### src/rtl/core/ffha_pkg.sv
// ----------------------------------------------------------------------------
// ffha_pkg: shared types for the first-fit heap allocator
// Status codes, controller states, header write selectors and the command
// and status bundles between controller and datapath.
// ----------------------------------------------------------------------------
package ffha_pkg;

    // Walk pointer width: holds a block start plus a full block stride
    localparam int PTR_W  = 17;
    localparam int SIZE_W = 15;
    localparam int REQ_W  = 16;
    localparam int OADR_W = 12;
    localparam int ST_W   = 3;

    typedef enum logic [ST_W-1:0] {
        ST_OK           = 3'd0,
        ST_NO_FIT       = 3'd1,
        ST_INVALID_SIZE = 3'd2,
        ST_NULL         = 3'd3,
        ST_UNINIT       = 3'd4,
        ST_OUT_OF_RANGE = 3'd5,
        ST_NOT_START    = 3'd6,
        ST_ALREADY_FREE = 3'd7
    } st_code_t;

    typedef enum logic [4:0] {
        S_IDLE,
        S_START,
        S_ACHK,
        S_ATOP,
        S_AEVAL,
        S_AREM,
        S_AOK,
        S_FTOP,
        S_FEVAL,
        S_FNEVAL,
        S_FCUR,
        S_FPREV,
        S_FOK,
        S_RD0,
        S_RD1,
        S_RD2,
        S_WR0,
        S_WR1,
        S_DONE
    } state_t;

    typedef enum logic [2:0] {
        HW_INIT,
        HW_TAKE_REQ,
        HW_TAKE_ALL,
        HW_REM,
        HW_FREE,
        HW_PREV
    } hw_sel_t;

    typedef enum logic {
        RD_CUR,
        RD_NXT
    } rd_sel_t;

    typedef struct packed {
        logic     load_in;
        logic     walk_init;
        logic     advance;
        logic     merge;
        rd_sel_t  rd_sel;
        logic     rd_byte;
        logic     cap_b0;
        logic     cap_cur;
        logic     cap_nxt;
        logic     hw_load;
        hw_sel_t  hw_sel;
        logic     wr;
        logic     wr_byte;
        logic     set_st;
        st_code_t st;
        logic     set_addr;
        logic     emit;
    } cmd_t;

    typedef struct packed {
        logic is_free_op;
        logic is_null;
        logic init;
        logic range_bad;
        logic req_big;
        logic req_zero;
        logic cur_lt_end;
        logic cur_le_last;
        logic cur_past;
        logic cur_hit;
        logic fit;
        logic split;
        logic used;
        logic nxt_in;
        logic has_prev;
        logic prev_used;
        logic out_free;
    } stat_t;

endpackage

### src/rtl/core/ffha_ctrl.sv
// ----------------------------------------------------------------------------
// ffha_ctrl: allocator controller
// Sequences header reads and writes for the list walk of each request and
// hands the result beat to the output register.
// ----------------------------------------------------------------------------
module ffha_ctrl (
    input  logic             clk,
    input  logic             rst_n,
    input  logic             in_valid,
    output logic             in_ready,
    input  ffha_pkg::stat_t  stat,
    output ffha_pkg::cmd_t   cmd
);

    import ffha_pkg::*;

    state_t  state_reg, state_next;
    state_t  ret_reg, ret_next;
    rd_sel_t rdsel_reg, rdsel_next;

    always_ff @(posedge clk or negedge rst_n)
    begin
        if (!rst_n)
        begin
            state_reg <= S_IDLE;
            ret_reg   <= S_IDLE;
            rdsel_reg <= RD_CUR;
        end
        else
        begin
            state_reg <= state_next;
            ret_reg   <= ret_next;
            rdsel_reg <= rdsel_next;
        end
    end

    // Next state
    always_comb
    begin
        state_next = state_reg;
        ret_next   = ret_reg;
        rdsel_next = rdsel_reg;
        case (state_reg)
            S_IDLE:
            begin
                if (in_valid)
                begin
                    state_next = S_START;
                end
            end
            S_START:
            begin
                if (!stat.is_free_op)
                begin
                    if (!stat.init)
                    begin
                        ret_next   = S_ACHK;
                        state_next = S_WR0;
                    end
                    else
                    begin
                        state_next = S_ACHK;
                    end
                end
                else if (stat.is_null || !stat.init || stat.range_bad)
                begin
                    state_next = S_DONE;
                end
                else
                begin
                    state_next = S_FTOP;
                end
            end
            S_ACHK:
            begin
                state_next = (stat.req_big || stat.req_zero) ? S_DONE : S_ATOP;
            end
            S_ATOP:
            begin
                if (stat.cur_lt_end)
                begin
                    rdsel_next = RD_CUR;
                    ret_next   = S_AEVAL;
                    state_next = S_RD0;
                end
                else
                begin
                    state_next = S_DONE;
                end
            end
            S_AEVAL:
            begin
                if (stat.fit)
                begin
                    ret_next   = stat.split ? S_AREM : S_AOK;
                    state_next = S_WR0;
                end
                else
                begin
                    state_next = S_ATOP;
                end
            end
            S_AREM:
            begin
                ret_next   = S_AOK;
                state_next = S_WR0;
            end
            S_AOK:
            begin
                state_next = S_DONE;
            end
            S_FTOP:
            begin
                if (stat.cur_le_last && !stat.cur_past)
                begin
                    rdsel_next = RD_CUR;
                    ret_next   = S_FEVAL;
                    state_next = S_RD0;
                end
                else
                begin
                    state_next = S_DONE;
                end
            end
            S_FEVAL:
            begin
                if (!stat.cur_hit)
                begin
                    state_next = S_FTOP;
                end
                else if (!stat.used)
                begin
                    state_next = S_DONE;
                end
                else if (stat.nxt_in)
                begin
                    rdsel_next = RD_NXT;
                    ret_next   = S_FNEVAL;
                    state_next = S_RD0;
                end
                else
                begin
                    state_next = S_FCUR;
                end
            end
            S_FNEVAL:
            begin
                state_next = S_FCUR;
            end
            S_FCUR:
            begin
                ret_next   = S_FPREV;
                state_next = S_WR0;
            end
            S_FPREV:
            begin
                if (stat.has_prev && !stat.prev_used)
                begin
                    ret_next   = S_FOK;
                    state_next = S_WR0;
                end
                else
                begin
                    state_next = S_DONE;
                end
            end
            S_FOK:
            begin
                state_next = S_DONE;
            end
            S_RD0:
            begin
                state_next = S_RD1;
            end
            S_RD1:
            begin
                state_next = S_RD2;
            end
            S_RD2:
            begin
                state_next = ret_reg;
            end
            S_WR0:
            begin
                state_next = S_WR1;
            end
            S_WR1:
            begin
                state_next = ret_reg;
            end
            S_DONE:
            begin
                if (stat.out_free)
                begin
                    state_next = S_IDLE;
                end
            end
            default:
            begin
                state_next = S_IDLE;
            end
        endcase
    end

    // Commands
    always_comb
    begin
        cmd        = '0;
        cmd.rd_sel = rdsel_reg;
        cmd.hw_sel = HW_INIT;
        cmd.st     = ST_OK;
        in_ready   = 1'b0;
        case (state_reg)
            S_IDLE:
            begin
                in_ready    = 1'b1;
                cmd.load_in = in_valid;
            end
            S_START:
            begin
                if (!stat.is_free_op)
                begin
                    cmd.hw_load = !stat.init;
                    cmd.hw_sel  = HW_INIT;
                end
                else if (stat.is_null)
                begin
                    cmd.set_st = 1'b1;
                    cmd.st     = ST_NULL;
                end
                else if (!stat.init)
                begin
                    cmd.set_st = 1'b1;
                    cmd.st     = ST_UNINIT;
                end
                else if (stat.range_bad)
                begin
                    cmd.set_st = 1'b1;
                    cmd.st     = ST_OUT_OF_RANGE;
                end
                else
                begin
                    cmd.walk_init = 1'b1;
                end
            end
            S_ACHK:
            begin
                if (stat.req_big)
                begin
                    cmd.set_st = 1'b1;
                    cmd.st     = ST_NO_FIT;
                end
                else if (stat.req_zero)
                begin
                    cmd.set_st = 1'b1;
                    cmd.st     = ST_INVALID_SIZE;
                end
                else
                begin
                    cmd.walk_init = 1'b1;
                end
            end
            S_ATOP:
            begin
                cmd.set_st = !stat.cur_lt_end;
                cmd.st     = ST_NO_FIT;
            end
            S_AEVAL:
            begin
                if (stat.fit)
                begin
                    cmd.hw_load = 1'b1;
                    cmd.hw_sel  = stat.split ? HW_TAKE_REQ : HW_TAKE_ALL;
                end
                else
                begin
                    cmd.advance = 1'b1;
                end
            end
            S_AREM:
            begin
                cmd.hw_load = 1'b1;
                cmd.hw_sel  = HW_REM;
            end
            S_AOK:
            begin
                cmd.set_addr = 1'b1;
                cmd.set_st   = 1'b1;
                cmd.st       = ST_OK;
            end
            S_FTOP:
            begin
                cmd.set_st = !(stat.cur_le_last && !stat.cur_past);
                cmd.st     = ST_NOT_START;
            end
            S_FEVAL:
            begin
                if (!stat.cur_hit)
                begin
                    cmd.advance = 1'b1;
                end
                else if (!stat.used)
                begin
                    cmd.set_st = 1'b1;
                    cmd.st     = ST_ALREADY_FREE;
                end
            end
            S_FNEVAL:
            begin
                cmd.merge = 1'b1;
            end
            S_FCUR:
            begin
                cmd.hw_load = 1'b1;
                cmd.hw_sel  = HW_FREE;
            end
            S_FPREV:
            begin
                cmd.hw_load = stat.has_prev && !stat.prev_used;
                cmd.hw_sel  = HW_PREV;
                cmd.set_st  = 1'b1;
                cmd.st      = ST_OK;
            end
            S_FOK:
            begin
                cmd.set_st = 1'b1;
                cmd.st     = ST_OK;
            end
            S_RD0:
            begin
                cmd.rd_byte = 1'b0;
            end
            S_RD1:
            begin
                cmd.rd_byte = 1'b1;
                cmd.cap_b0  = 1'b1;
            end
            S_RD2:
            begin
                cmd.cap_cur = (rdsel_reg == RD_CUR);
                cmd.cap_nxt = (rdsel_reg == RD_NXT);
            end
            S_WR0:
            begin
                cmd.wr      = 1'b1;
                cmd.wr_byte = 1'b0;
            end
            S_WR1:
            begin
                cmd.wr      = 1'b1;
                cmd.wr_byte = 1'b1;
            end
            S_DONE:
            begin
                cmd.emit = stat.out_free;
            end
            default:
            begin
                cmd.load_in = 1'b0;
            end
        endcase
    end

endmodule

### config.mk
export PLATFORM = sky130hd
export DESIGN_NAME = ffha_ctrl
export DESIGN_NICKNAME = d
export VERILOG_FILES = /design/src/rtl/core/ffha_pkg.sv /design/src/rtl/core/ffha_ctrl.sv
export SDC_FILE = /design/constraint.sdc
export NUM_CORES = 1
export LEC_CHECK = 0
export ABC_AREA = 1
export BUFFER_PORTS_ARGS = -buffer_cell sky130_fd_sc_hd__buf_4
export CAP_MARGIN = 25
export CORE_MARGIN = 3
export CORE_UTILIZATION = 30
export DETAILED_ROUTE_END_ITERATION = 10
export SYNTH_ARGS = -nofsm -noshare
export SYNTH_HDL_FRONTEND = slang
export SYNTH_SLANG_ARGS = --single-unit
### constraint.sdc
create_clock -name clk -period 1.55 [get_ports clk]
set_clock_uncertainty 0.2 [all_clocks]
set_input_delay 0 -clock clk [delete_from_list [all_inputs] [get_ports clk]]
set_output_delay 0 -clock clk [all_outputs]
set_load 0.005 [all_outputs]
---- Yosys cells after proc, flatten, opt, wreduce, memory -nomap -nowiden ----
Cells that the tools add are included.
cells by class
  muxes and demuxes ....................... 62
  equal/unequal tests ..................... 29
  reductions and logical operators ........ 20
  bitwise logic cells ..................... 1
operators with widths
  kind                  count
  $mux W5               20
  $pmux W5 S16          1
  $eq A5 B4 Y1 const B  8
  $mux W4               10
  $pmux W5 S8           1
  $pmux W4 S6           1
  $ne A2 B2 Y1 const B  11
  $eq A5 B3 Y1 const B  4
  $pmux W4 S5           1
  $mux W1               19
  $eq A5 B5 Y1 const B  3
  $eq A5 B2 Y1 const B  2
  $reduce_and A10 Y1    1
  $mux W2               4
  $reduce_bool A8 Y1    1
  $reduce_and A6 Y1     1
  $reduce_or A2 Y1      3
  $eq A5 B1 Y1 const B  1
  $logic_not A1 Y1      5
  $logic_not A5 Y1      1
  $pmux W1 S2           2
  $pmux W2 S2           1
  $logic_or A1 B1 Y1    3
  $mux W3               1
  other kinds (6)       7
word-level totals
  output and inout port bits .............. 22
  flip-flop bits (word level) ............. 11
  bits of input ports ..................... 20
  logic and storage cells ................. 115

---- Longest topological paths before layout ----
  depth after elaboration ................. 6
  mapped depth ............................ 11
  mapped depth without buffers ............ 10

---- Worst setup path after synthesis ----
OpenSTA, ideal clock, no wires.
  path type ............................... register -> register
  start point ............................. reg state_reg[0]
  end point ............................... reg ret_reg[1]
  period minus slack after synthesis ...... 1.565 ns
  required time ........................... 1.234 ns
  data arrival time ....................... 1.249 ns
  setup slack ............................. -0.015 ns
  stages on the path, launching flop included .. 12
  setup time .............................. 0.116 ns
  buffers on the path ..................... 1
  cell sequence ........................... dfrtp_1 -> buf_4 -> inv_1 -> nand2_1 -> nor2_1 -> nand2_1 -> nand2_2 -> nor2_1 -> nand2_2 -> nand3_2 -> nand2_1 -> nand2_1
between the ends
  word-level cells in the longest chain between the ends .. 3
  elaborated cells between the ends (all ways) .. 20
  classes of those cells .................. eq/ne (17); mux (1); reduce/logical (2)
ends and longest elaborated chain
  item                                                                        line             source
  start: declaration                                                          ffha_ctrl.sv:17  state_t state_reg, state_next;
  start signal: assignment                                                    ffha_ctrl.sv:31  state_reg <= state_next;
  $eq A5 B4 Y1 (tied with other cells)                                        ffha_ctrl.sv:43  case (state_reg)
  $reduce_bool A8 Y1 (no source line) / $ne A2 B2 Y1 (equally long branches)  n/a
  $reduce_and A10 Y1 (no source line)                                         n/a
  end signal: assignment                                                      ffha_ctrl.sv:32  ret_reg <= ret_next;
  end: declaration                                                            ffha_ctrl.sv:18  state_t ret_reg, ret_next;
Parallel ways exist; a longest one is shown, timed or not.
A chain may end at the register's enable or synchronous reset.

---- Worst setup path in the final report ----
  start point ............................. reg state_reg[0]
  end point ............................... reg state_reg[0]
between the ends
  word-level cells in the longest chain between the ends .. 3
  elaborated cells between the ends (all ways) .. 26
  classes of those cells .................. eq/ne (20); mux (1); reduce/logical (5)
ends and longest elaborated chain
  item                                                                      line
  $eq A5 B5 Y1 (tied with other cells)                                      ffha_ctrl.sv:43
  $reduce_or A2 Y1 (no source line) / $ne A2 B2 Y1 (equally long branches)  n/a
  $pmux W5 S16 / $reduce_and A2 Y1 (equally long branches)                  n/a
Parallel ways exist; a longest one is shown, timed or not.

==> results.json <==
{
  "critPathMaxStageDelay_ns": 0.43,
  "largest_reg_flops": 5,
  "slew-limit-headroom": 0.673,
  "die_height_um": 69.5,
  "htreeDepth": 1,
  "grt_util_all_layers": 0.199,
  "grt_max_degree": 11,
  "power-per-cell-area_nw_per_um2": 1460,
  "avgViaCountPerCell": 4.99,
  "hp-class": "input port to flop",
  "vias": 1852,
  "power_frac_seq": 0.147,
  "drive_above_1_share": 0.560,
  "path_cells": "buf_6, nor2_4, buf_6, nand4_1, buf_4, and3_1, nand2_1, nor2_1, nor2_1",
  "required_ns": 1.51,
  "portBuffers": 41,
  "clock-root-buffer": "clkbuf_8",
  "clock_sinks": 10,
  "setup_viol": 31,
  "p_leak_nw": 1.31,
  "switchingPower_mw": 1.68,
  "synthMostInstantiatedCell": "nand2_1",
  "violations": "setup timing",
  "placedCellCount": 339,
  "cts_tree": "done",
  "critical_path_arrival_ns": 1.79,
  "grt_overflow": 0,
  "grt_pass1_wl_mm": 7.94,
  "syn_nets": 233,
  "synth_ff_type": "dfrtp_1",
  "ys_ff_latch": 10,
  "dpl_cell_area_um2": 1870,
  "fin_crit_ns": 1.83,
  "crit_fanout": 7,
  "cts_buffers": 3,
  "yosysTopAreaCellShare": 0.207,
  "final-seq-area_um2": 254,
  "p_sw_frac": 0.475,
  "gp_congestion": 0.945,
  "critPathLaunchType": "flop",
  "peakVddDrop_mv": 0.516,
  "die_area_um2": 4830,
  "ys.warnings.count": 0,
  "rsz0062_at_grt": "yes",
  "intPower_mw": 1.85,
  "synth_edf_count": 0,
  "endpoint_kind": "flop",
  "drv_slew": 0,
  "drv_cap": 0,
  "slowest_stage": "dfrtp_1",
  "combPwrFrac": 0.760,
  "max-clock-path-buffers": 2,
  "status": "finished with violations",
  "syn_inst": 213,
  "drt_iter0_drc": 88,
  "nets": 344,
  "start_util": 0.321,
  "synthToLayoutAreaGrowth_pct": 100,
  "antenna_cells": 0,
  "ys_top_cells_by_area": "dfrtp_1, nand2_1, nor2_1, nand3_1, inv_1",
  "wl_mm": 5.16,
  "final_cells": 371,
  "drt_pass1_iterations": 4,
  "clock.fmax_mhz": 548,
  "wl_per_cell_um": 13.9,
  "io-pin-count": 42,
  "multi_input_area_um2": 1030,
  "finalHoldViolations": 0,
  "grt_pass1_vias": 1713,
  "p_clk_frac": 0.093,
  "syn_area_um2": 1210,
  "drc": 0,
  "seq_area_frac_synth": 0.207,
  "clk_latency_ns": 0.23,
  "ys_types": 24,
  "rows": 22,
  "tightest_slew_ns": 0.489,
  "fin_area_um2": 2420,
  "async_reset_ff_frac": 1.00,
  "crit_type": "flop to flop",
  "worst_slack_ns": -0.275,
  "dpl.hpwl_mm": 3.68,
  "ant_nets": 0,
  "synth.avg_cell_area_um2": 5.68,
  "fp.coreArea_um2": 3770,
  "finalCritPeriodShare": 1.18,
  "die_w_um": 69.5,
  "synth.cells.most_frequent": "nand2_1, nor2_1, inv_1, nand3_1",
  "clk_pin_slew_ns": 0.05,
  "fillers": 341,
  "antenna_found_initial": 0,
  "synth_top_area_cell": "dfrtp_1"
}
-- per-layer routing --
layer	up-vias	wire [µm]	track usage	share of wire
met2	82	2580	0.357	0.50
li1	908	-	-	-
met4	0	115	0.0477	0.022
met1	850	2150	0.245	0.42
met3	12	321	0.0333	0.062
met5	-	0	0	0
-- layout make-up --
class                      instances  share of cell area
tap                               48              0.0248
sequential                        10               0.105
clock buffer                       4              0.0228
multi-input combinational        169               0.428
timing repair buffer             111               0.375
inverter                          29              0.0450
-- what timing repair did --
item | 4_1_cts | 5_1_grt
hold buffers | 7 | 0
hold endpoints to repair | 15 | 0
gates cloned | 0 | 1
endpoints found under the setup margin | 31 | 31
buffers inserted | 16 | 4
pin swaps | 13 | 14
gates resized for setup | 60 | 25
-- logic make-up (layout without fill, tap and decap cells) --
group,Yosys count,count (layout),share of synthesized area
buffers and inverters,34,144,0.121
AOI/OAI and AO/OA,20,20,0.0920
and+or+nand+nor,149,149,0.580
DFF,10,10,0.207
-- path summary, 6_finish.rpt --
| check | from | end | slack, ns | depth (start not counted) |
|---|---|---|---|---|
| max | state_reg[0] | state_reg[0] | -0.28 | 9 |
| min | stat[15] | state_reg[4] | 0.02 | 5 |
| max reg2reg | state_reg[0] | state_reg[0] | -0.28 | 9 |
| min reg2reg | ret_reg[0] | ret_reg[0] | 0.29 | 2 |
| max in group asynchronous | rst_n | state_reg[3] | 0.20 | 3 |
| min in group asynchronous | rst_n | rdsel_reg | 0.60 | 3 |
-- power by group through the flow --
stage               clock network [mW]  registers [mW]  logic [mW]
floorplan                            0           0.460        1.14
detailed placement                   0           0.503        1.99
global placement                     0           0.507        2.00
global route                     0.340           0.533        2.91
CTS                              0.330           0.507        2.46
finish                           0.327           0.518        2.68
-- layout by cell type (no fill, tap or decap), types with 2 or more instances in the layout --
master | synthesis | routed
nand3_4 | 1 | 3
nand3_1 | 22 | 18
dfrtp_2 | 0 | 3
nor2_1 | 40 | 23
buf_6 | 0 | 15
o21ai_0 | 4 | 2
nand2_2 | 2 | 16
nand2_4 | 0 | 2
clkbuf_8 | 0 | 4
inv_1 | 24 | 18
a21oi_1 | 9 | 5
dfrtp_1 | 10 | 7
buf_4 | 5 | 89
nand3_2 | 2 | 4
inv_2 | 4 | 11
dlygate4sd3_1 | 0 | 7
a21oi_2 | 0 | 4
nor2_4 | 6 | 17
o21ai_2 | 0 | 3
o21ai_1 | 3 | 2
nor2_2 | 2 | 8
nand2_1 | 60 | 44
nand4_1 | 10 | 10
-- critical path: cells and delay by family (launching register included) --
family,cells,cell delay [ns]
flops,1,0.43
simple gates,6,0.63
buf+inv,3,0.49
-- through the flow --
step	setup TNS, ns	power, mW	hold slack (ns)	util	setup WS, ns
floorplan	0	1.60	-0.496	-	0.00144
detailed placement	-2.17	2.49	-0.360	0.495	-0.200
global route	-7.05	3.78	0.0512	0.642	-0.340
finish	-4.96	3.53	0.0231	0.642	-0.275
CTS	-3.95	3.29	0.0168	0.607	-0.223
global placement	-2.61	2.50	-0.360	0.495	-0.246
Note: power is estimated with default switching activity, not from simulation.
